--- config.mk ---
export PLATFORM = sky130hd
export DESIGN_NAME = mono_cv_gate_note_priority_top
export DESIGN_NICKNAME = d
export VERILOG_FILES = /design/src/mcvg_pkg.sv /design/src/mcvg_cell.sv /design/src/mcvg_pitch.sv /design/src/mono_cv_gate_note_priority_top.sv
export VERILOG_INCLUDE_DIRS = /design/src /design/src/src
export SDC_FILE = /design/constraint.sdc
export NUM_CORES = 1
export LEC_CHECK = 0
export BUFFER_PORTS_ARGS = -buffer_cell sky130_fd_sc_hd__buf_2
export CORE_MARGIN = 4
export CORE_UTILIZATION = 49
export DETAILED_ROUTE_END_ITERATION = 10
export PLACE_DENSITY_LB_ADDON = 0.25
export SLEW_MARGIN = 20
export SYNTH_ARGS = -nofsm -noshare
export SYNTH_HDL_FRONTEND = slang
export SYNTH_SLANG_ARGS = --single-unit
--- constraint.sdc ---
create_clock -name clk -period 14.5 [get_ports clk]
set_clock_uncertainty 0.1 [all_clocks]
set_input_delay 1.45 -clock clk [delete_from_list [all_inputs] [get_ports clk]]
set_output_delay 1.45 -clock clk [all_outputs]
set_load 0.05 [all_outputs]
--- src/mono_cv_gate_note_priority_top_macros.svh ---
// Assertion macros shared by the note priority converter RTL.
`ifndef MONO_CV_GATE_NOTE_PRIORITY_TOP_MACROS_SVH
`define MONO_CV_GATE_NOTE_PRIORITY_TOP_MACROS_SVH

// Checks that the consequent holds in the same cycle as the antecedent.
`define MCVG_ASSERT_NOW(lbl, ante, cons, msg) \
  lbl: assert property (@(posedge clk) disable iff (rst) (ante) |-> (cons)) else $error(msg);

// Checks that the consequent holds in the cycle after the antecedent.
`define MCVG_ASSERT_NEXT(lbl, ante, cons, msg) \
  lbl: assert property (@(posedge clk) disable iff (rst) (ante) |=> (cons)) else $error(msg);

`endif

--- src/mcvg_pkg.sv ---
// Shared types, codes and constants of the note priority CV/gate converter.
`default_nettype none

package mcvg_pkg;

  localparam int StackDepthDefault = 16;

  localparam int NoteW   = 7;
  localparam int HighW   = 8;
  localparam int StepW   = 16;
  localparam int WinW    = 16;
  localparam int TickW   = 17;
  localparam int PitchW  = 12;
  localparam int OpW     = 2;
  localparam int ProdW   = NoteW + StepW;
  localparam int FracBits = 8;

  localparam int CfgAddrW = 3;
  localparam int CfgDataW = 16;
  localparam int InDataW  = 8;
  localparam int InUserW  = 2;
  localparam int OutDataW = 16;
  localparam int OutWordW = 1 + PitchW;

  localparam logic [NoteW-1:0]  LowestReset  = 7'd36;
  localparam logic [HighW-1:0]  HighestReset = 8'd91;
  localparam logic              ModeReset    = 1'b0;
  localparam logic [StepW-1:0]  StepsReset   = 16'd18990;
  localparam logic [WinW-1:0]   WindowReset  = 16'd10000;
  localparam logic [TickW-1:0]  TickMax      = '1;
  localparam logic [PitchW-1:0] PitchMax     = '1;
  localparam logic [ProdW-1:0]  RoundHalf    = ProdW'(128);

  typedef enum logic [OpW-1:0] {
    OP_NOTE_ON  = 2'd0,
    OP_NOTE_OFF = 2'd1,
    OP_TICK     = 2'd2
  } op_t;

  typedef enum logic [CfgAddrW-1:0] {
    CFG_LOWEST  = 3'd0,
    CFG_HIGHEST = 3'd1,
    CFG_MODE    = 3'd2,
    CFG_STEPS   = 3'd3,
    CFG_WINDOW  = 3'd4
  } cfg_idx_t;

  typedef enum logic [1:0] {
    ST_IDLE,
    ST_SEL,
    ST_MUL,
    ST_OUT
  } state_t;

  // Control broadcast to every stack cell.
  typedef struct packed {
    logic             load;
    logic             note_on;
    logic             evict;
    logic [NoteW-1:0] offset;
  } cell_ctrl_t;

endpackage

`default_nettype wire

--- src/mcvg_cell.sv ---
// One slot of the held-note stack with its compare, shift and pick logic.
`default_nettype none

module mcvg_cell
  import mcvg_pkg::*;
#(
  parameter int CountW = 5,
  parameter int Idx    = 0
) (
  input  wire logic              clk,
  input  wire cell_ctrl_t        ctrl,
  input  wire logic [CountW-1:0] count,
  input  wire logic [CountW-1:0] top,
  input  wire logic [CountW-1:0] sel,
  input  wire logic [NoteW-1:0]  upper,
  input  wire logic              found_in,
  output logic                   found_out,
  input  wire logic [NoteW-1:0]  pick_in,
  output logic [NoteW-1:0]       pick_out,
  output logic [NoteW-1:0]       value
);

  logic live;
  logic match;
  logic shift;

  // A slot is live when it lies below the fill count.
  assign live      = CountW'(Idx) < count;
  assign match     = live && (value == ctrl.offset);
  assign found_out = found_in | match;
  // Slots at or above a removed note, or all slots on eviction, take the one above.
  assign shift     = found_out | ctrl.evict;

  always_ff @(posedge clk) begin
    if (ctrl.load) begin
      if (ctrl.note_on && (CountW'(Idx) == top)) begin
        value <= ctrl.offset;
      end else if (shift) begin
        value <= upper;
      end
    end
  end

  assign pick_out = pick_in | ((CountW'(Idx) == sel) ? value : '0);

endmodule

`default_nettype wire

--- src/mcvg_pitch.sv ---
// Pitch unit: registered note-by-step product, then rounding and saturation.
`default_nettype none

module mcvg_pitch
  import mcvg_pkg::*;
(
  input  wire logic              clk,
  input  wire logic              en,
  input  wire logic [NoteW-1:0]  offset,
  input  wire logic [StepW-1:0]  steps,
  output logic [PitchW-1:0]      code
);

  logic [ProdW-1:0]          prod;
  logic [ProdW-1:0]          rounded_full;
  logic [ProdW-FracBits-1:0] rounded;

  always_ff @(posedge clk) begin
    if (en) begin
      prod <= ProdW'(offset) * ProdW'(steps);
    end
  end

  // The product stays below 2^23 by more than a half, so adding a half cannot overflow.
  assign rounded_full = prod + RoundHalf;
  assign rounded      = rounded_full[ProdW-1:FracBits];
  assign code = (rounded > (ProdW-FracBits)'(PitchMax)) ? PitchMax : rounded[PitchW-1:0];

endmodule

`default_nettype wire

--- src/mono_cv_gate_note_priority_top.sv ---
// Top level of the monophonic note-to-CV/gate converter with last-note priority.
`default_nettype none

// Each input word carries a note-on, note-off or tick, and each one produces
// exactly one output word holding the gate level and 12-bit pitch code that
// stand after it. A word passes through these steps on its way to the output
// register: the stack cells update in the accept cycle, the newest held note
// is picked from the cell chain in the next, the pitch multiplier is
// registered after that and the rounded, saturated code is loaded last. The
// block takes a new word only once the last one is in the output register,
// and a stalled output word holds the whole block in its last step. Held
// notes live in a row of STACK_DEPTH identical cells, each storing one note
// offset; a removal ripples a found flag up the row and every cell above the
// removed note takes the value of its upper neighbour, while a push onto a
// full stack shifts the whole row down and drops the oldest note. Notes
// outside the range from lowest_note up to, but not including, highest_note
// are ignored. In retrigger mode a new note that arrives with notes already
// held and the window elapsed drops the gate until the tick count exceeds retrig_window.
// Configuration must only be written while no word is in flight.

module mono_cv_gate_note_priority_top
  import mcvg_pkg::*;
#(
  parameter int STACK_DEPTH = StackDepthDefault
) (
  input  wire logic                clk,
  input  wire logic                rst,
  input  wire logic                s_axis_tvalid,
  output logic                     s_axis_tready,
  input  wire logic [InDataW-1:0]  s_axis_tdata,   // [6:0] note, rest zero
  input  wire logic [InUserW-1:0]  s_axis_tuser,   // [1:0] operation
  output logic                     m_axis_tvalid,
  input  wire logic                m_axis_tready,
  output logic [OutDataW-1:0]      m_axis_tdata,   // [0] gate, [12:1] pitch, rest zero
  input  wire logic                cfg_we,
  input  wire logic [CfgAddrW-1:0] cfg_addr,
  input  wire logic [CfgDataW-1:0] cfg_data
);

  `include "mono_cv_gate_note_priority_top_macros.svh"

  localparam int CountW = $clog2(STACK_DEPTH + 1);

  // Configuration registers.
  logic [NoteW-1:0] lowest_note;
  logic [HighW-1:0] highest_note;
  logic             trigger_mode;
  logic [StepW-1:0] steps_per_semitone;
  logic [WinW-1:0]  retrig_window;

  // Converter state.
  logic [CountW-1:0] held_count;
  logic [CountW-1:0] held_count_next;
  logic              gate_level;
  logic              gate_level_next;
  logic [PitchW-1:0] pitch_code;
  logic              pulse_pending;
  logic              pulse_pending_next;
  logic [TickW-1:0]  ticks;
  logic [TickW-1:0]  ticks_next;

  // Per-word sequencing.
  state_t            state;
  state_t            state_next;
  logic [NoteW-1:0]  offset_q;
  logic              use_top;
  logic              use_top_next;
  logic              do_pitch;
  logic              do_pitch_next;
  logic [NoteW-1:0]  pitch_src;
  logic [PitchW-1:0] pitch_calc;
  logic [PitchW-1:0] pitch_new;
  logic [OutWordW-1:0] out_word;
  logic              out_load;

  // Input decode.
  logic             acc;
  logic [OpW-1:0]   op;
  logic [NoteW-1:0] note;
  logic [NoteW-1:0] offset;
  logic             in_range;
  logic             is_on;
  logic             is_off;
  logic             full;
  logic             found_any;
  logic [CountW-1:0] top_idx;
  logic [CountW-1:0] sel_idx;
  logic [TickW-1:0] ticks_inc;
  cell_ctrl_t       ctrl;

  logic [STACK_DEPTH:0]  found_chain;
  logic [NoteW-1:0]      pick_chain [STACK_DEPTH+1];
  logic [NoteW-1:0]      cell_value [STACK_DEPTH];

  assign acc      = s_axis_tvalid && s_axis_tready;
  assign op       = s_axis_tuser;
  assign note     = s_axis_tdata[NoteW-1:0];
  assign offset   = note - lowest_note;
  assign in_range = (note >= lowest_note) && ({1'b0, note} < highest_note);
  assign is_on    = in_range && (op == OP_NOTE_ON);
  assign is_off   = in_range && (op == OP_NOTE_OFF);
  assign full     = held_count == CountW'(STACK_DEPTH);

  assign found_chain[0] = 1'b0;
  assign pick_chain[0]  = '0;
  assign found_any      = found_chain[STACK_DEPTH];

  // A repeated note or a full stack leaves the new note one slot below the count.
  assign top_idx = (found_any || full) ? held_count - CountW'(1) : held_count;
  assign sel_idx = held_count - CountW'(1);

  assign ctrl.load    = acc && (is_on || is_off);
  assign ctrl.note_on = is_on;
  assign ctrl.evict   = is_on && !found_any && full;
  assign ctrl.offset  = offset;

  for (genvar i = 0; i < STACK_DEPTH; i++) begin : g_cell
    logic [NoteW-1:0] upper;

    if (i == STACK_DEPTH - 1) begin : g_last
      // The top slot has no neighbour; whatever it takes is never read.
      assign upper = offset;
    end else begin : g_inner
      assign upper = cell_value[i+1];
    end

    mcvg_cell #(
      .CountW (CountW),
      .Idx    (i)
    ) u_cell (
      .clk       (clk),
      .ctrl      (ctrl),
      .count     (held_count),
      .top       (top_idx),
      .sel       (sel_idx),
      .upper     (upper),
      .found_in  (found_chain[i]),
      .found_out (found_chain[i+1]),
      .pick_in   (pick_chain[i]),
      .pick_out  (pick_chain[i+1]),
      .value     (cell_value[i])
    );
  end

  mcvg_pitch u_pitch (
    .clk    (clk),
    .en     (state == ST_MUL),
    .offset (pitch_src),
    .steps  (steps_per_semitone),
    .code   (pitch_calc)
  );

  assign pitch_new = do_pitch ? pitch_calc : pitch_code;

  // Stack count, gate and retrigger timer for the word being accepted.
  always_comb begin
    held_count_next    = held_count;
    gate_level_next    = gate_level;
    pulse_pending_next = pulse_pending;
    ticks_next         = ticks;
    use_top_next       = 1'b0;
    do_pitch_next      = 1'b0;
    ticks_inc          = (ticks == TickMax) ? ticks : ticks + TickW'(1);
    case (op)
      OP_NOTE_ON: begin
        if (in_range) begin
          do_pitch_next = 1'b1;
          if (!(found_any || full)) begin
            held_count_next = held_count + CountW'(1);
          end
          if (!trigger_mode) begin
            gate_level_next = 1'b1;
          end else begin
            if ((held_count != '0) && (ticks > TickW'(retrig_window))) begin
              pulse_pending_next = 1'b1;
              gate_level_next    = 1'b0;
            end else begin
              gate_level_next = 1'b1;
            end
            ticks_next = '0;
          end
        end
      end
      OP_NOTE_OFF: begin
        if (in_range) begin
          if (found_any) begin
            held_count_next = held_count - CountW'(1);
          end
          if (held_count_next == '0) begin
            gate_level_next    = 1'b0;
            pulse_pending_next = 1'b0;
          end else begin
            use_top_next  = 1'b1;
            do_pitch_next = 1'b1;
          end
        end
      end
      OP_TICK: begin
        ticks_next = ticks_inc;
        if (pulse_pending && (ticks_inc > TickW'(retrig_window))) begin
          gate_level_next    = 1'b1;
          pulse_pending_next = 1'b0;
        end
      end
      default: begin
      end
    endcase
  end

  always_ff @(posedge clk) begin
    if (rst) begin
      lowest_note        <= LowestReset;
      highest_note       <= HighestReset;
      trigger_mode       <= ModeReset;
      steps_per_semitone <= StepsReset;
      retrig_window      <= WindowReset;
    end else if (cfg_we) begin
      case (cfg_addr)
        CFG_LOWEST:  lowest_note        <= cfg_data[NoteW-1:0];
        CFG_HIGHEST: highest_note       <= cfg_data[HighW-1:0];
        CFG_MODE:    trigger_mode       <= cfg_data[0];
        CFG_STEPS:   steps_per_semitone <= cfg_data[StepW-1:0];
        CFG_WINDOW:  retrig_window      <= cfg_data[WinW-1:0];
        default: begin
        end
      endcase
    end
  end

  always_ff @(posedge clk) begin
    if (rst) begin
      held_count    <= '0;
      gate_level    <= 1'b0;
      pulse_pending <= 1'b0;
      ticks         <= TickMax;
      pitch_code    <= '0;
      m_axis_tvalid <= 1'b0;
    end else begin
      if (acc) begin
        held_count    <= held_count_next;
        gate_level    <= gate_level_next;
        pulse_pending <= pulse_pending_next;
        ticks         <= ticks_next;
      end
      if (out_load) begin
        pitch_code    <= pitch_new;
        m_axis_tvalid <= 1'b1;
      end else if (m_axis_tready) begin
        m_axis_tvalid <= 1'b0;
      end
    end
  end

  // Word payload held from acceptance through the pitch steps.
  always_ff @(posedge clk) begin
    if (acc) begin
      offset_q <= offset;
      use_top  <= use_top_next;
      do_pitch <= do_pitch_next;
    end
    if (state == ST_SEL) begin
      pitch_src <= use_top ? pick_chain[STACK_DEPTH] : offset_q;
    end
    if (out_load) begin
      out_word <= {pitch_new, gate_level};
    end
  end

  assign m_axis_tdata = OutDataW'(out_word);

  always_ff @(posedge clk) begin
    if (rst) begin
      state <= ST_IDLE;
    end else begin
      state <= state_next;
    end
  end

  always_comb begin
    state_next    = state;
    s_axis_tready = 1'b0;
    out_load      = 1'b0;
    case (state)
      ST_IDLE: begin
        // No word is taken while reset is held.
        s_axis_tready = !rst;
        if (s_axis_tvalid) begin
          state_next = ST_SEL;
        end
      end
      ST_SEL: begin
        state_next = ST_MUL;
      end
      ST_MUL: begin
        state_next = ST_OUT;
      end
      ST_OUT: begin
        if (!m_axis_tvalid || m_axis_tready) begin
          out_load   = 1'b1;
          state_next = ST_IDLE;
        end
      end
      default: begin
        state_next = ST_IDLE;
      end
    endcase
  end

  // The fill count never passes the number of cells.
  `MCVG_ASSERT_NOW(a_count_bound, 1'b1, held_count <= CountW'(STACK_DEPTH), "stack count overflow")
  // Only one word is in flight at a time.
  `MCVG_ASSERT_NEXT(a_one_word, acc, !s_axis_tready, "input taken while a word is in flight")
  // A retrigger note-on restarts the window timer.
  `MCVG_ASSERT_NEXT(a_timer_restart, acc && is_on && trigger_mode, ticks == '0, "timer not restarted")
  // A pending pulse only starts with the gate low.
  `MCVG_ASSERT_NOW(a_pulse_low, $rose(pulse_pending), !gate_level, "pulse pending with gate high")
  // Loading the output register always presents a word.
  `MCVG_ASSERT_NEXT(a_out_valid, out_load, m_axis_tvalid, "output word not presented")

endmodule

`default_nettype wire

== Yosys cells after proc, flatten, opt, wreduce, memory -nomap -nowiden ==
Cells that the tools add are included.
Widths: inputs -> output; s select.

* Add/sub/neg operators: 5
* Multiply operators: 1
* Div/mod/pow operators: 0
* Magnitude comparators: 21
* Equal/unequal tests: 66
* Shift-type cells: 0
* Multiplexer cells: 87
* Bitwise operators: 46
* Reduce and logical (&&, ||, !) cells: 100

{| class="wikitable"
|+ Operator list
! cell !! count
|-
| $mux 7 || 49
|-
| $eq 7x7->1 || 16
|-
| $or 7x7->7 || 15
|-
| $eq 4x5->1 const A || 16
|-
| $mux 17 || 3
|-
| $reduce_and 2->1 || 22
|-
| $logic_and 1x1->1 || 41
|-
| $eq 3x5->1 const A || 8
|-
| $lt 4x5->1 const A || 8
|-
| $reduce_bool 2->1 || 19
|-
| $mux 5 || 7
|-
| $gt 17x16->1 || 2
|-
| $pmux 17 s2 || 1
|-
| $or 1x1->1 || 31
|-
| $mux 12 || 2
|-
| $add 23x8->23 const B || 1
|-
| $mul 7x16->23 || 1
|-
| $eq 2x5->1 const A || 4
|-
| $lt 3x5->1 const A || 4
|-
| $mux 1 || 18
|-
| $add 17x1->17 const B || 1
|-
| $eq 17x17->1 const B || 1
|-
| $gt 15x12->1 const B || 1
|-
| $logic_not 5->1 || 3
|-
| 31 further kinds || 52
|}

* Flip-flop bits (word level): 251
* Bits in latches: 0
* Memory bits (writable): 0
* ROM bits: 0
* Input port bits: 34
* Memories kept: 0

== Longest topological paths before layout ==
Gate-level depths: netlist of the first run.

* Depth after elaboration: 25
* Gate-level depth with buffers: 21
* Gate-level depth less buffers: 20

== Hierarchy ==
From an unflattened synthesis of the first run, not the netlist that was laid out.

* Cells, all modules: 1801
* Area total of the unflattened synthesis: 18627.9 um^2

{| class="wikitable"
|+ By module, submodules not included
! module !! times used !! cells each !! area an instance (um^2) !! sequential area each (um^2)
|-
| mono_cv_gate_note_priority_top || 1 || 746 || 6641.4 || 2612.5
|-
| mcvg_pitch || 1 || 428 || 3988.8 || 480.5
|-
| mcvg_cell at g_cell[13].u_cell ... || 2 || 38 || 498.0 || 210.2
|-
| mcvg_cell at g_cell[4].u_cell || 1 || 40 || 514.2 || 210.2
|-
| mcvg_cell at g_cell[8].u_cell || 1 || 41 || 514.2 || 210.2
|-
| mcvg_cell at g_cell[2].u_cell || 1 || 40 || 511.7 || 210.2
|-
| mcvg_cell at g_cell[12].u_cell || 1 || 41 || 510.5 || 210.2
|-
| mcvg_cell at g_cell[1].u_cell || 1 || 38 || 504.2 || 210.2
|-
| mcvg_cell at g_cell[10].u_cell || 1 || 41 || 500.5 || 210.2
|-
| mcvg_cell at g_cell[9].u_cell || 1 || 41 || 499.2 || 210.2
|-
| mcvg_cell at g_cell[11].u_cell || 1 || 39 || 498.0 || 210.2
|-
| mcvg_cell at g_cell[14].u_cell || 1 || 37 || 496.7 || 210.2
|-
| mcvg_cell at g_cell[6].u_cell || 1 || 40 || 495.5 || 210.2
|-
| mcvg_cell at g_cell[0].u_cell || 1 || 41 || 494.2 || 210.2
|-
| +3 rows || -- || -- || -- || --
|}

== Worst setup path before layout of the first run ==
OpenSTA, ideal clock, no wires.

* Path type: input to register
* Start: input s_axis_tdata[0]
* End: register g_cell[1].u_cell.value[0], enable pin
* Arrival: 5.601 ns
* Setup slack: 8.424 ns
* Cell stages on the path: 18
* Path buffers: 4
* Path through: inv_1 > ha_1 > inv_1 > fa_1 > clkbuf_1 > buf_2 > buf_2 > xor2_1 > a2111oi_0 > o21ai_0 > nor4_1 > a31oi_1 > nand4_1 > clkbuf_1 > o21ai_1 > o221ai_1 > nand3_1 > a31oi_1

{| class="wikitable"
|+ RTL lines
! element !! line !! RTL
|-
| start, declared || mono_cv_gate_note_priority_top.sv:30 || <nowiki>input wire logic [InDataW-1:0] s_axis_tdata,</nowiki>
|-
| end signal, assigned || mcvg_cell.sv:37 || <nowiki>value <= ctrl.offset;</nowiki>
|-
| end signal, assigned || mcvg_cell.sv:39 || <nowiki>value <= upper;</nowiki>
|-
| end, declared || mcvg_cell.sv:20 || <nowiki>output logic [NoteW-1:0] value</nowiki>
|}

== Final worst setup path of the first run ==
* Start: input s_axis_tdata[3]
* End: register g_cell[1].u_cell.value[1], enable pin

* Word-level cells in the longest chain between the ends: 24

{| class="wikitable"
|+ Ends and longest elaborated chain
! element !! line !! RTL
|-
| $sub 7x7->7 || mono_cv_gate_note_priority_top.sv:98 || <nowiki>assign offset = note - lowest_note;</nowiki>
|-
| $eq 7x7->1 || mcvg_cell.sv:29 || <nowiki>assign match = live && (value == ctrl.offset);</nowiki>
|-
| $logic_and 1x1->1 || mcvg_cell.sv:29 ||
|-
| $or 1x1->1 (15 in a row) || mcvg_cell.sv:30 || <nowiki>assign found_out = found_in | match;</nowiki>
|-
| $logic_or 1x1->1 / $logic_not 1->1 (equally long branches) || mono_cv_gate_note_priority_top.sv:109, mono_cv_gate_note_priority_top.sv:114 ||
|-
| $mux 5 / $logic_and 1x1->1 (equally long branches) || mono_cv_gate_note_priority_top.sv:109, mono_cv_gate_note_priority_top.sv:114 ||
|-
| $eq 1x5->1 / $logic_and 1x1->1 (equally long branches) || mcvg_cell.sv:36, mono_cv_gate_note_priority_top.sv:114 ||
|-
| $logic_and 1x1->1 / $or 1x1->1 (equally long branches) || mcvg_cell.sv:36, mcvg_cell.sv:32 ||
|-
| $reduce_bool 2->1 (no source line) || -- ||
|-
| $reduce_and 2->1 (no source line) (*) || -- ||
|}

Every way passes the cells marked *; elsewhere a longest branch is shown, timed or not.
A chain may end at the register's enable or synchronous reset.

==> reports/qor.json, run 1 <==
{
  "status": {"value": "completed"},
  "cts_tree": {"value": "done"},
  "yosys.area.top_type_share": {"value": 24.6, "unit": "%"},
  "worst_setup_path_start_kind": {"value": "primary input"},
  "netlist_area": {"value": 19100, "unit": "um2"},
  "total_power_divided_by_cell_area": {"value": 139, "unit": "nW/um2"},
  "clock_sinks": {"value": 244},
  "area_growth_synth_to_finish": {"value": 7.75, "unit": "%"},
  "cts-htree-levels": {"value": 1},
  "drt_pre_antenna_iters": {"value": 6},
  "yosysTopAreaCell": {"value": "edfxtp_1"},
  "max-cap-violations": {"value": 0},
  "dominantRegCellSynth": {"value": "edfxtp_1"},
  "clock_latency_on_the_worst_skew_pair": {"value": 0.57, "unit": "ns"},
  "drv_slew": {"value": 0},
  "synthMostInstantiatedCell": {"value": "nand2_1"},
  "floorplan.die.height": {"value": 206, "unit": "um"},
  "critical-path-max-stage-delay": {"value": 0.96, "unit": "ns"},
  "ant_nets": {"value": 0},
  "die_area": {"value": 42300, "unit": "um2"},
  "drc_errors": {"value": 0},
  "total_power": {"value": 2.87, "unit": "mW"},
  "crit_buf_inv": {"value": 2},
  "timing.max_slew.rel_slack": {"value": 20.0, "unit": "%"},
  "first_global_vias": {"value": 15100},
  "start_util": {"value": 49.5, "unit": "%"},
  "floorplan.rows": {"value": 72},
  "hp-class": {"value": "reg -> reg"},
  "grt.overflow.total": {"value": 0},
  "clk_pin_slew_worst_paths": {"value": 0.06, "unit": "ns"},
  "globalRouteTotalUtil": {"value": 28.3, "unit": "%"},
  "power_switching_share": {"value": 36.4, "unit": "%"},
  "layout.core_utilization": {"value": 53.4, "unit": "%"},
  "tightest_pin_transition": {"value": 1.20, "unit": "ns"},
  "drive_above_1_share": {"value": 12.9, "unit": "%"},
  "setup-violations-final": {"value": 0},
  "post_cts_resized": {"value": 0},
  "proportion_of_power_drawn_by_combinational_gates": {"value": 41.3, "unit": "%"},
  "numPortBuffers": {"value": 47},
  "grt_antenna_before_repair": {"value": 0},
  "internal_power": {"value": 1.82, "unit": "mW"},
  "cts-buffers-inserted": {"value": 28},
  "ys_types": {"value": 92},
  "final.fill_count": {"value": 3429},
  "hold_viol": {"value": 0},
  "cts-hold-fix-buffers": {"value": 0},
  "timing.critical_path.slowest_stage_cell": {"value": "ha_1"},
  "register_area": {"value": 6460, "unit": "um2"},
  "synth.yosys.seq_area_share": {"value": 33.7, "unit": "%"},
  "postSynthAreaPerCell": {"value": 9.54, "unit": "um2"},
  "timing.critical_path.required": {"value": 14.59, "unit": "ns"},
  "pin_count": {"value": 52},
  "synth_edf_count": {"value": 157},
  "synth.area.top_cells": {"value": "edfxtp_1 25%, dfxtp_1 9.1%, fa_1 7.2%"},
  "final_nets": {"value": 2175},
  "crit_type": {"value": "in -> reg"},
  "cts_max_path_buffers": {"value": 3},
  "cp_data_arrival_time": {"value": 7.52, "unit": "ns"},
  "asyncSetResetFlopFracSynth": {"value": 0, "unit": "%"},
  "list_of_cells_traversed_by_the_critical_path": {"value": "buf_2 > ha_1 > a21oi_4 > xnor2_2 > buf_4 > xnor2_1 > nand3_1 > o41ai_1 > or4b_1 > o21ai_1 > o221ai_1 > nand3_1 > a31oi_1"},
  "p_switching": {"value": 1.04, "unit": "mW"},
  "totalNegativeSetupSlack": {"value": 0, "unit": "ns"},
  "multiInputGateArea": {"value": 11700, "unit": "um2"},
  "initialDrtViolationCount": {"value": 1890},
  "largest_net_degree_at_the_start_of_global_routing": {"value": 91},
  "post_synth_most_frequent_cells": {"value": "244 x nand2_1, 157 x edfxtp_1, 127 x inv_1"},
  "syn-instance-count": {"value": 2007},
  "routed-via-count": {"value": 15900},
  "drt-wirelength-per-cell": {"value": 24.2, "unit": "um"},
  "fmaxAchievable": {"value": 135, "unit": "MHz"},
  "critical-path-top-cell-by-count": {"value": "nand3_1"},
  "post_drt_via_cell_ratio": {"value": 6.32},
  "cp_top_delay_family": {"value": "compound AO/OA/AOI/OAI gates"},
  "leakage": {"value": 7.98, "unit": "nW"},
  "finalCriticalPeriod": {"value": 7.43, "unit": "ns"},
  "sequentialPowerShare": {"value": 31.5, "unit": "%"},
  "cts-root-buf": {"value": "clkbuf_16"},
  "sort_of_element_at_the_end_of_the_critical_path": {"value": "flop"},
  "dp_hpwl": {"value": 44.4, "unit": "mm"},
  "postSynthRegisterBits": {"value": 244},
  "timing.final.crit_share": {"value": 51.3, "unit": "%"},
  "grt_setup_unrepaired": {"value": "false"},
  "worstPathMaxFanout": {"value": 21},
  "place.gp.congestion": {"value": 1.05},
  "core-area": {"value": 38600, "unit": "um2"},
  "cts_post_setup_buffers_inserted": {"value": 0},
  "ys_warn_count": {"value": 0},
  "grt_pass1_wl": {"value": 92.3, "unit": "mm"},
  "aggregate_routed_wire_length": {"value": 60.8, "unit": "mm"},
  "p_clk_share": {"value": 27.2, "unit": "%"},
  "worst_ir_drop_vdd": {"value": 0.113, "unit": "mV"},
  "number_of_antenna_diodes": {"value": 0},
  "die_width": {"value": 206, "unit": "um"}
}
worst register-to-register path: cells and delay by family (launching register included):
kind / cells / cell delay [ns]
flip-flops: 1 / 0.35
AND/OR/NAND/NOR: 3 / 1.05
AO/OA/AOI/OAI: 5 / 2.69
XOR/XNOR: 2 / 0.76
adder cells (fa/ha/maj): 1 / 0.95
buffers and inverters: 2 / 0.52
power groups by stage:
stage / Sequential, mW / Clock [mW] / Combinational (mW)
2_1_floorplan: 0.897 / 0 / 0.938
3_3_place_gp: 0.915 / 0 / 1.15
3_5_place_dp: 0.917 / 0 / 1.18
4_1_cts: 0.903 / 0.791 / 1.19
5_1_grt: 0.910 / 0.820 / 1.37
6_report: 0.903 / 0.781 / 1.18
area by class of cell:
class                      instances  area share [%]
tap                              518            3.14
clock buffer                      38            3.94
multi-input combinational       1505            56.5
timing repair buffer              64            1.76
clock inverter                    14            1.04
sequential                       244            31.3
inverter                         127            2.31
metrics by stage:
stage	std cells	worst slack, ns	hold WS, ns	cell area [um2]
after floorplan	2009	8.42	0.309	19200
after global placement	2458	6.81	0.342	19600
after detailed placement	2458	6.65	0.347	19600
after CTS	2510	7.25	0.355	20600
after global routing	2510	6.74	0.379	20600
final	2510	7.07	0.353	20600
sequential cells by signal, summed over array words and instances (netlist names):
| signal | flops |
|---|---|
| highest_note | 8 |
| pitch_src | 7 |
| lowest_note | 7 |
| u_pitch.prod | 16 |
| steps_per_semitone | 16 |
| use_top | 1 |
| retrig_window | 16 |
| pulse_pending | 1 |
| state | 2 |
| out_word | 13 |
| trigger_mode | 1 |
| gate_level | 1 |
| g_cell.u_cell.value | 112 |
| m_axis_tvalid | 1 |
| ticks | 17 |
| do_pitch | 1 |
| offset_q | 7 |
| pitch_code | 12 |
| held_count | 5 |
cells by family (layout without fill, tap and decap cells):
group / after synthesis / after routing / share of synthesized area (%)
other: 1 / 3 / 0.0196
muxes: 127 / 127 / 7.40
and+or+nand+nor: 643 / 643 / 16.7
DFF: 244 / 244 / 33.7
buffers and inverters: 260 / 243 / 5.52
adders and majority gates: 171 / 171 / 13.9
xor gates and xnor gates: 151 / 151 / 7.31
AOI/OAI and AO/OA: 410 / 410 / 15.4
worst paths after layout:
check	startpoint	endpoint	slack, ns	cells after the start
hold / removal	pitch_code[4]	pitch_code[4]	0.35	2
setup reg to reg	lowest_note[3]	g_cell[1].u_cell.value[1]	7.68	13
hold reg to reg	pitch_code[4]	pitch_code[4]	0.35	2
setup / recovery	s_axis_tdata[3]	g_cell[1].u_cell.value[1]	7.07	13
layer usage:
layer | vias to the layer above | GRT usage (%) | part of all wire (%)
met5 | - | 0 | 0
met1 | 7676 | 39.8 | 41
met4 | 0 | 12.8 | 5.3
li1 | 7113 | - | -
met3 | 194 | 4.27 | 9.5
met2 | 869 | 43.4 | 44
layout by cell type, fill, tap and decap left out, drive strengths merged, types with 17 or more instances in the layout:
| cell | count |
|---|---|
| a221oi | 17 |
| clkbuf | 38 |
| and3 | 41 |
| o21ai | 52 |
| buf | 64 |
| nor2b | 17 |
| o21a | 18 |
| dfxtp | 87 |
| nand2 | 245 |
| mux2 | 113 |
| and2 | 57 |
| xnor2 | 87 |
| nand4 | 30 |
| edfxtp | 157 |
| a211oi | 21 |
| xor2 | 60 |
| a211o | 25 |
| a22o | 19 |
| fa | 69 |
| a31oi | 27 |
| nor2 | 100 |
| ha | 102 |
| a21oi | 104 |
| nor3 | 31 |
| nand3 | 47 |
| inv | 129 |
No activity file was read; power rests on OpenSTA's default activity.
==> inputs of run 2 (changes only) <==
- ABC_AREA: default -> 1
- clock period: 14.5 -> 6.5 ns (I/O delays scaled with it)
==> reports/qor.json, run 2 <==
{
  "post_synth_most_frequent_cells": {"value": "486 x nand2_1, 335 x inv_1, 157 x edfxtp_1", "change": "was 244 x nand2_1, 157 x edfxtp_1, 127 x inv_1"},
  "first_global_vias": {"value": 14700, "change": "was 15100"},
  "hold_viol": {"value": 0, "change": "unchanged"},
  "cts-root-buf": {"value": "clkbuf_16", "change": "unchanged"},
  "ys_warn_count": {"value": 0, "change": "unchanged"},
  "ys_types": {"value": 57, "change": "was 92"},
  "floorplan.die.height": {"value": 200, "unit": "um", "change": "was 206 um"},
  "r2r-start": {"value": "pitch_src[1]", "change": "was lowest_note[3]"},
  "multiInputGateArea": {"value": 9790, "unit": "um2", "change": "was 11700 um2"},
  "largest-register": {"value": "g_cell.u_cell.value", "change": "unchanged"},
  "grt_setup_unrepaired": {"value": "false", "change": "unchanged"},
  "drv_slew": {"value": 0, "change": "unchanged"},
  "synth.yosys.seq_area_share": {"value": 35.8, "unit": "%", "change": "was 33.7%"},
  "numPortBuffers": {"value": 47, "change": "unchanged"},
  "final_nets": {"value": 2447, "change": "was 2175"},
  "initialDrtViolationCount": {"value": 1204, "change": "was 1890"},
  "ant_nets": {"value": 0, "change": "unchanged"},
  "worst_ir_drop_vdd": {"value": 0.205, "unit": "mV", "change": "was 0.113 mV"},
  "largest_net_degree_at_the_start_of_global_routing": {"value": 76, "change": "was 91"},
  "area_growth_synth_to_finish": {"value": 8.74, "unit": "%", "change": "was 7.75%"},
  "layout.cells.most_common_list": {"value": "486 x nand2_1, 334 x inv_1, 157 x edfxtp_1", "change": "was 244 x nand2_1, 157 x edfxtp_1, 127 x inv_1"},
  "largest_register_ffs": {"value": 112, "change": "unchanged"},
  "synth_edf_count": {"value": 157, "change": "unchanged"},
  "floorplan.rows": {"value": 69, "change": "was 72"},
  "total_power": {"value": 6.30, "unit": "mW", "change": "was 2.87 mW"},
  "drive_above_1_share": {"value": 10.6, "unit": "%", "change": "was 12.9%"},
  "worstPathMaxFanout": {"value": 15, "change": "was 21"},
  "postSynthAreaPerCell": {"value": 8.14, "unit": "um2", "change": "was 9.54 um2"},
  "grt_pass1_wl": {"value": 79.1, "unit": "mm", "change": "was 92.3 mm"},
  "hp-class": {"value": "in -> reg", "change": "was reg -> reg"},
  "cts-hold-fix-buffers": {"value": 0, "change": "unchanged"},
  "dominantRegCellSynth": {"value": "edfxtp_1", "change": "unchanged"},
  "max-cap-violations": {"value": 0, "change": "unchanged"},
  "finalCriticalPeriod": {"value": 5.77, "unit": "ns"},
  "cts_post_setup_buffers_inserted": {"value": 0, "change": "unchanged"},
  "pin_count": {"value": 52, "change": "unchanged"},
  "cts-htree-levels": {"value": 1, "change": "unchanged"},
  "register_area": {"value": 6460, "unit": "um2", "change": "unchanged"},
  "routed-via-count": {"value": 15300, "change": "was 15900"},
  "aggregate_routed_wire_length": {"value": 50.5, "unit": "mm", "change": "was 60.8 mm"},
  "cp_data_arrival_time": {"value": 5.98, "unit": "ns", "change": "was 7.52 ns"},
  "cts_tree": {"value": "done", "change": "unchanged"},
  "tightest_pin_transition": {"value": 1.06, "unit": "ns", "change": "was 1.20 ns"},
  "critical-path-max-stage-delay": {"value": 0.77, "unit": "ns", "change": "was 0.96 ns"},
  "grt.overflow.total": {"value": 0, "change": "unchanged"},
  "timing.max_slew.rel_slack": {"value": 27.5, "unit": "%", "change": "was 20.0%"},
  "postSynthRegisterBits": {"value": 244, "change": "unchanged"},
  "place.gp.congestion": {"value": 0.966, "change": "was 1.05"},
  "commonest_non_fill_non_tap_cell_in_the_layout": {"value": "nand2_1", "change": "unchanged"},
  "die_width": {"value": 200, "unit": "um", "change": "was 206 um"},
  "clk_pin_slew_worst_paths": {"value": 0.06, "unit": "ns", "change": "about the same"},
  "timing.critical_path.required": {"value": 6.72, "unit": "ns", "change": "was 14.59 ns"},
  "drc_errors": {"value": 0, "change": "unchanged"},
  "drt-wirelength-per-cell": {"value": 18.5, "unit": "um", "change": "was 24.2 um"},
  "yosys.area.top_type_share": {"value": 26.1, "unit": "%", "change": "was 24.6%"},
  "leakage": {"value": 9.09, "unit": "nW", "change": "was 7.98 nW"},
  "grt_antenna_before_repair": {"value": 0, "change": "unchanged"},
  "timing.critical_path.slowest_stage_cell": {"value": "edfxtp_1", "change": "was ha_1"},
  "total_power_divided_by_cell_area": {"value": 321, "unit": "nW/um2", "change": "was 139 nW/um2"},
  "clock_sinks": {"value": 244, "change": "unchanged"},
  "sort_of_element_at_the_end_of_the_critical_path": {"value": "flop", "change": "unchanged"},
  "biggestRegsByFlops": {"value": "g_cell.u_cell.value (112), ticks (17)", "change": "unchanged"},
  "synthMostInstantiatedCell": {"value": "nand2_1", "change": "unchanged"},
  "core-area": {"value": 35900, "unit": "um2", "change": "was 38600 um2"},
  "cts-buffers-inserted": {"value": 29, "change": "was 28"},
  "yosysTopAreaCell": {"value": "edfxtp_1", "change": "unchanged"},
  "netlist_area": {"value": 18000, "unit": "um2", "change": "was 19100 um2"},
  "worst_setup_path_start_kind": {"value": "flop", "change": "was primary input"},
  "post_cts_resized": {"value": 0, "change": "unchanged"},
  "critical_path.startpoint": {"value": "pitch_src[1]", "change": "was s_axis_tdata[3]"},
  "globalRouteTotalUtil": {"value": 24.9, "unit": "%", "change": "was 28.3%"},
  "syn-instance-count": {"value": 2215, "change": "was 2007"},
  "start_util": {"value": 50.2, "unit": "%", "change": "was 49.5%"},
  "die_area": {"value": 39900, "unit": "um2", "change": "was 42300 um2"},
  "drt_pre_antenna_iters": {"value": 6, "change": "unchanged"},
  "timing.final.crit_share": {"value": 88.7, "unit": "%"},
  "setup-violations-final": {"value": 0, "change": "unchanged"},
  "asyncSetResetFlopFracSynth": {"value": 0, "unit": "%", "change": "unchanged"},
  "synth.area.top_cells": {"value": "edfxtp_1 26%, nand2_1 10%, dfxtp_1 9.7%", "change": "was edfxtp_1 25%, dfxtp_1 9.1%, fa_1 7.2%"},
  "critical-path-top-cell-by-count": {"value": "nand2_1", "change": "was nand3_1"},
  "dp_hpwl": {"value": 38.4, "unit": "mm", "change": "was 44.4 mm"},
  "number_of_antenna_diodes": {"value": 0, "change": "unchanged"},
  "status": {"value": "completed", "change": "unchanged"},
  "crit_type": {"value": "reg -> reg", "change": "was in -> reg"},
  "fmaxAchievable": {"value": 173, "unit": "MHz"},
  "final.fill_count": {"value": 3348, "change": "was 3429"},
  "cts_max_path_buffers": {"value": 3, "change": "unchanged"},
  "clock_latency_on_the_worst_skew_pair": {"value": 0.57, "unit": "ns", "change": "about the same"},
  "totalNegativeSetupSlack": {"value": 0, "unit": "ns", "change": "unchanged"},
  "post_drt_via_cell_ratio": {"value": 5.61, "change": "was 6.32"},
  "hold_path.startpoint": {"value": "cfg_data[10]", "change": "was pitch_code[4]"}
}
run 2: cell families after synthesis:
group                      synth area share (%)
AOI/OAI and AO/OA                          14.3
xor gates and xnor gates                   4.67
adders and majority gates                  14.7
buffers and inverters                      9.94
DFF                                        35.8
muxes                                     0.111
other                                    0.0208
and+or+nand+nor                            20.4
run 2: through the flow:
| step | setup WS (ns) | instances | utilization [%] | cell area [um2] | hold WS [ns] |
|---|---|---|---|---|---|
| finish | 0.731 | 2726 | 54.6 | 19600 | 0.262 |
| CTS | 0.729 | 2726 | 54.6 | 19600 | 0.232 |
| global placement | 0.829 | 2672 | 52.0 | 18700 | 0.356 |
| detailed placement | 0.724 | 2672 | 52.0 | 18700 | 0.372 |
| global route | 0.203 | 2726 | 54.6 | 19600 | 0.243 |
| floorplan | 1.03 | 2217 | - | 18000 | 0.309 |
run 2: path summary, 6_finish.rpt:
kind	to	slack, ns	cells after the start
worst max-delay path	u_pitch.prod[22]	0.73	30
worst min register to register	highest_note[0]	0.39	2
worst max register to register	u_pitch.prod[22]	0.73	30
worst min-delay path	retrig_window[10]	0.26	3
run 2: cell type report:
type                            count  area share, %
Sequential cell                   244           32.9
Timing Repair Buffer               91           2.88
Clock buffer                       44           4.29
Tap cell                          461           2.94
Multi-Input combinational cell   1534           49.9
Inverter                          342           6.55
Clock inverter                     10          0.453
run 2: critical path, delay by kind of cell, from the launching register on:
kind	cells	cell delay, ns
adder cells (fa/ha/maj)	5	1.90
buffers and inverters	4	0.21
AND/OR/NAND/NOR	13	1.18
XOR/XNOR	1	0.15
AO/OA/AOI/OAI	7	1.22
flip-flops	1	0.77
run 2: report_power, final:
group / internal [mW] / switching (mW) / total [mW]
registers: 1.92 / 0.121 / 2.04
clock network: 0.931 / 0.663 / 1.59
logic: 1.05 / 1.62 / 2.67
run 2: routing by layer:
metal	GRT usage, %	share of wire, %
met4	7.97	3.7
met5	0	0
met1	32.9	42
met2	42.7	48
met3	3.17	6.2
==> inputs of run 3 (changes only) <==
--- a/config.mk
+++ b/config.mk
@@ -11,3 +11,3 @@
 export CORE_MARGIN = 4
-export CORE_UTILIZATION = 49
+export CORE_UTILIZATION = 58
 export DETAILED_ROUTE_END_ITERATION = 10
--- a/constraint.sdc
+++ b/constraint.sdc
@@ -4,2 +4,2 @@
 set_output_delay 0.65 -clock clk [all_outputs]
-set_load 0.05 [all_outputs]
+set_load 0.005 [all_outputs]
==> reports/qor.json, run 3 (synthesized netlist as in run 2, its figures left out) <==
{
  "die_area": {"value": 34000, "unit": "um2", "change": "was 39900 um2"},
  "worstPathMaxFanout": {"value": 16, "change": "was 15"},
  "finalCriticalPeriod": {"value": 5.80, "unit": "ns", "change": "was 5.77 ns"},
  "sort_of_element_at_the_end_of_the_critical_path": {"value": "flop", "change": "unchanged"},
  "largest_register_ffs": {"value": 112, "change": "unchanged"},
  "largest-register": {"value": "g_cell.u_cell.value", "change": "unchanged"},
  "place.gp.congestion": {"value": 1.01, "change": "was 0.966"},
  "core-area": {"value": 30600, "unit": "um2", "change": "was 35900 um2"},
  "hp-class": {"value": "in -> reg", "change": "unchanged"},
  "aggregate_routed_wire_length": {"value": 49.3, "unit": "mm", "change": "was 50.5 mm"},
  "routed-via-count": {"value": 15600, "change": "was 15300"},
  "hold_viol": {"value": 0, "change": "unchanged"},
  "worst-r2r-cell-count": {"value": 30, "change": "unchanged"},
  "ant_nets": {"value": 0, "change": "unchanged"},
  "drive_above_1_share": {"value": 10.6, "unit": "%", "change": "about the same"},
  "timing.final.crit_share": {"value": 89.2, "unit": "%", "change": "was 88.7%"},
  "cts_tree": {"value": "done", "change": "unchanged"},
  "floorplan.die.height": {"value": 184, "unit": "um", "change": "was 200 um"},
  "drc_errors": {"value": 0, "change": "unchanged"},
  "clock_sinks": {"value": 244, "change": "unchanged"},
  "totalNegativeSetupSlack": {"value": 0, "unit": "ns", "change": "unchanged"},
  "dp_hpwl": {"value": 37.1, "unit": "mm", "change": "was 38.4 mm"},
  "drv_slew": {"value": 0, "change": "unchanged"},
  "pin_count": {"value": 52, "change": "unchanged"},
  "timing.critical_path.required": {"value": 6.69, "unit": "ns", "change": "was 6.72 ns"},
  "grt.overflow.total": {"value": 0, "change": "unchanged"},
  "area_growth_synth_to_finish": {"value": 8.27, "unit": "%", "change": "was 8.74%"},
  "start_util": {"value": 58.9, "unit": "%", "change": "was 50.2%"},
  "clk_pin_slew_worst_paths": {"value": 0.06, "unit": "ns", "change": "about the same"},
  "cts-hold-fix-buffers": {"value": 0, "change": "unchanged"},
  "clock_latency_on_the_worst_skew_pair": {"value": 0.55, "unit": "ns", "change": "was 0.57 ns"},
  "commonest_non_fill_non_tap_cell_in_the_layout": {"value": "nand2_1", "change": "unchanged"},
  "first_global_vias": {"value": 14900, "change": "was 14700"},
  "timing.max_slew.rel_slack": {"value": 26.2, "unit": "%", "change": "was 27.5%"},
  "cts-root-buf": {"value": "clkbuf_16", "change": "unchanged"},
  "max-cap-violations": {"value": 0, "change": "unchanged"},
  "cts_post_setup_buffers_inserted": {"value": 0, "change": "unchanged"},
  "post_drt_via_cell_ratio": {"value": 5.86, "change": "was 5.61"},
  "grt_pass1_wl": {"value": 78.8, "unit": "mm", "change": "was 79.1 mm"},
  "drt_pre_antenna_iters": {"value": 6, "change": "unchanged"},
  "grt_setup_unrepaired": {"value": "false", "change": "unchanged"},
  "layout.core_utilization": {"value": 63.8, "unit": "%", "change": "was 54.6%"},
  "setup-violations-final": {"value": 0, "change": "unchanged"},
  "cts-buffers-inserted": {"value": 28, "change": "was 29"},
  "total_power_divided_by_cell_area": {"value": 322, "unit": "nW/um2", "change": "was 321 nW/um2"},
  "cp_data_arrival_time": {"value": 5.99, "unit": "ns", "change": "was 5.98 ns"},
  "min_delay_path_depth": {"value": 3, "change": "unchanged"},
  "fmaxAchievable": {"value": 173, "unit": "MHz", "change": "about the same"},
  "die_width": {"value": 184, "unit": "um", "change": "was 200 um"},
  "status": {"value": "completed", "change": "unchanged"},
  "final_nets": {"value": 2441, "change": "was 2447"},
  "grt_antenna_before_repair": {"value": 0, "change": "unchanged"},
  "largest_net_degree_at_the_start_of_global_routing": {"value": 76, "change": "unchanged"},
  "layout.cells.most_common_list": {"value": "486 x nand2_1, 334 x inv_1, 157 x edfxtp_1", "change": "unchanged"},
  "cts-htree-levels": {"value": 1, "change": "unchanged"},
  "number_of_antenna_diodes": {"value": 0, "change": "unchanged"},
  "leakage": {"value": 9.10, "unit": "nW", "change": "was 9.09 nW"},
  "floorplan.rows": {"value": 64, "change": "was 69"},
  "worst_ir_drop_vdd": {"value": 0.279, "unit": "mV", "change": "was 0.205 mV"},
  "cts_max_path_buffers": {"value": 3, "change": "unchanged"},
  "numPortBuffers": {"value": 47, "change": "unchanged"},
  "critical-path-max-stage-delay": {"value": 0.74, "unit": "ns", "change": "was 0.77 ns"},
  "worst_setup_path_start_kind": {"value": "flop", "change": "unchanged"},
  "globalRouteTotalUtil": {"value": 28.9, "unit": "%", "change": "was 24.9%"},
  "tightest_pin_transition": {"value": 1.10, "unit": "ns", "change": "was 1.06 ns"},
  "initialDrtViolationCount": {"value": 1342, "change": "was 1204"},
  "timing.critical_path.slowest_stage_cell": {"value": "edfxtp_1", "change": "unchanged"},
  "post_cts_resized": {"value": 0, "change": "unchanged"},
  "crit_type": {"value": "reg -> reg", "change": "unchanged"},
  "critical-path-top-cell-by-count": {"value": "nand2_1", "change": "unchanged"},
  "biggestRegsByFlops": {"value": "g_cell.u_cell.value (112), ticks (17)", "change": "unchanged"},
  "drt-wirelength-per-cell": {"value": 18.6, "unit": "um", "change": "was 18.5 um"}
}
## run 3: changes by cell type in the layout (fill, tap and decap cells not counted), sizes merged
cell / delta
clkinvlp: -1
inv: +1
buf: -5
clkinv: +6
clkbuf: -8
## run 3: final timing paths
check	startpoint	endpoint	slack [ns]
worst min register to register	highest_note[5]	highest_note[5]	0.37
worst min-delay path	cfg_data[11]	steps_per_semitone[11]	0.26
worst max-delay path	pitch_src[3]	u_pitch.prod[22]	0.70
worst max register to register	pitch_src[3]	u_pitch.prod[22]	0.70
## run 3: layer usage
layer  track usage, %  part of all wire, %  up-vias
met5                0                    0        -
met4             10.0                  4.0        0
met3             3.69                  8.1      145
met2             48.3                   47      673
met1             39.1                   41     7390
li1                 -                    -     7345
## run 3: final cells by class
type | count | area, um2
Inverter | 342 | 1280
Timing Repair Buffer | 86 | 528
Tap cell | 396 | 495
Multi-Input combinational cell | 1534 | 9790
Fill cell | 2645 | 11100
Clock buffer | 36 | 846
Sequential cell | 244 | 6460
Clock inverter | 16 | 119
## run 3: worst max-delay path: cells and delay by family, from the launching register on
kind / cells / cell delay [ns]
adder cells (fa/ha/maj): 5 / 1.92
XOR/XNOR: 1 / 0.14
buffers and inverters: 4 / 0.22
AND/OR/NAND/NOR: 13 / 1.23
AO/OA/AOI/OAI: 7 / 1.20
flip-flops: 1 / 0.74
## run 3: power breakdown
group / internal [mW] / total (mW) / switching (mW) / leakage, nW
clock network: 0.960 / 1.63 / 0.666 / 0.486
registers: 1.92 / 2.04 / 0.124 / 2.13
logic: 1.04 / 2.62 / 1.58 / 6.48
total: 3.92 / 6.29 / 2.37 / 9.10
## run 3: metrics by stage
step / setup slack, ns / instance area (um2) / total power [mW] / cells / hold slack (ns)
4_1_cts: 0.659 / 19500 / 6.33 / 2654 / 0.237
2_1_floorplan: 1.03 / 18000 / 4.09 / 2217 / 0.309
3_5_place_dp: 0.520 / 18600 / 4.70 / 2602 / 0.357
3_3_place_gp: 0.635 / 18600 / 4.58 / 2602 / 0.345
5_1_grt: 0.212 / 19500 / 6.81 / 2654 / 0.261
6_report: 0.705 / 19500 / 6.29 / 2654 / 0.264
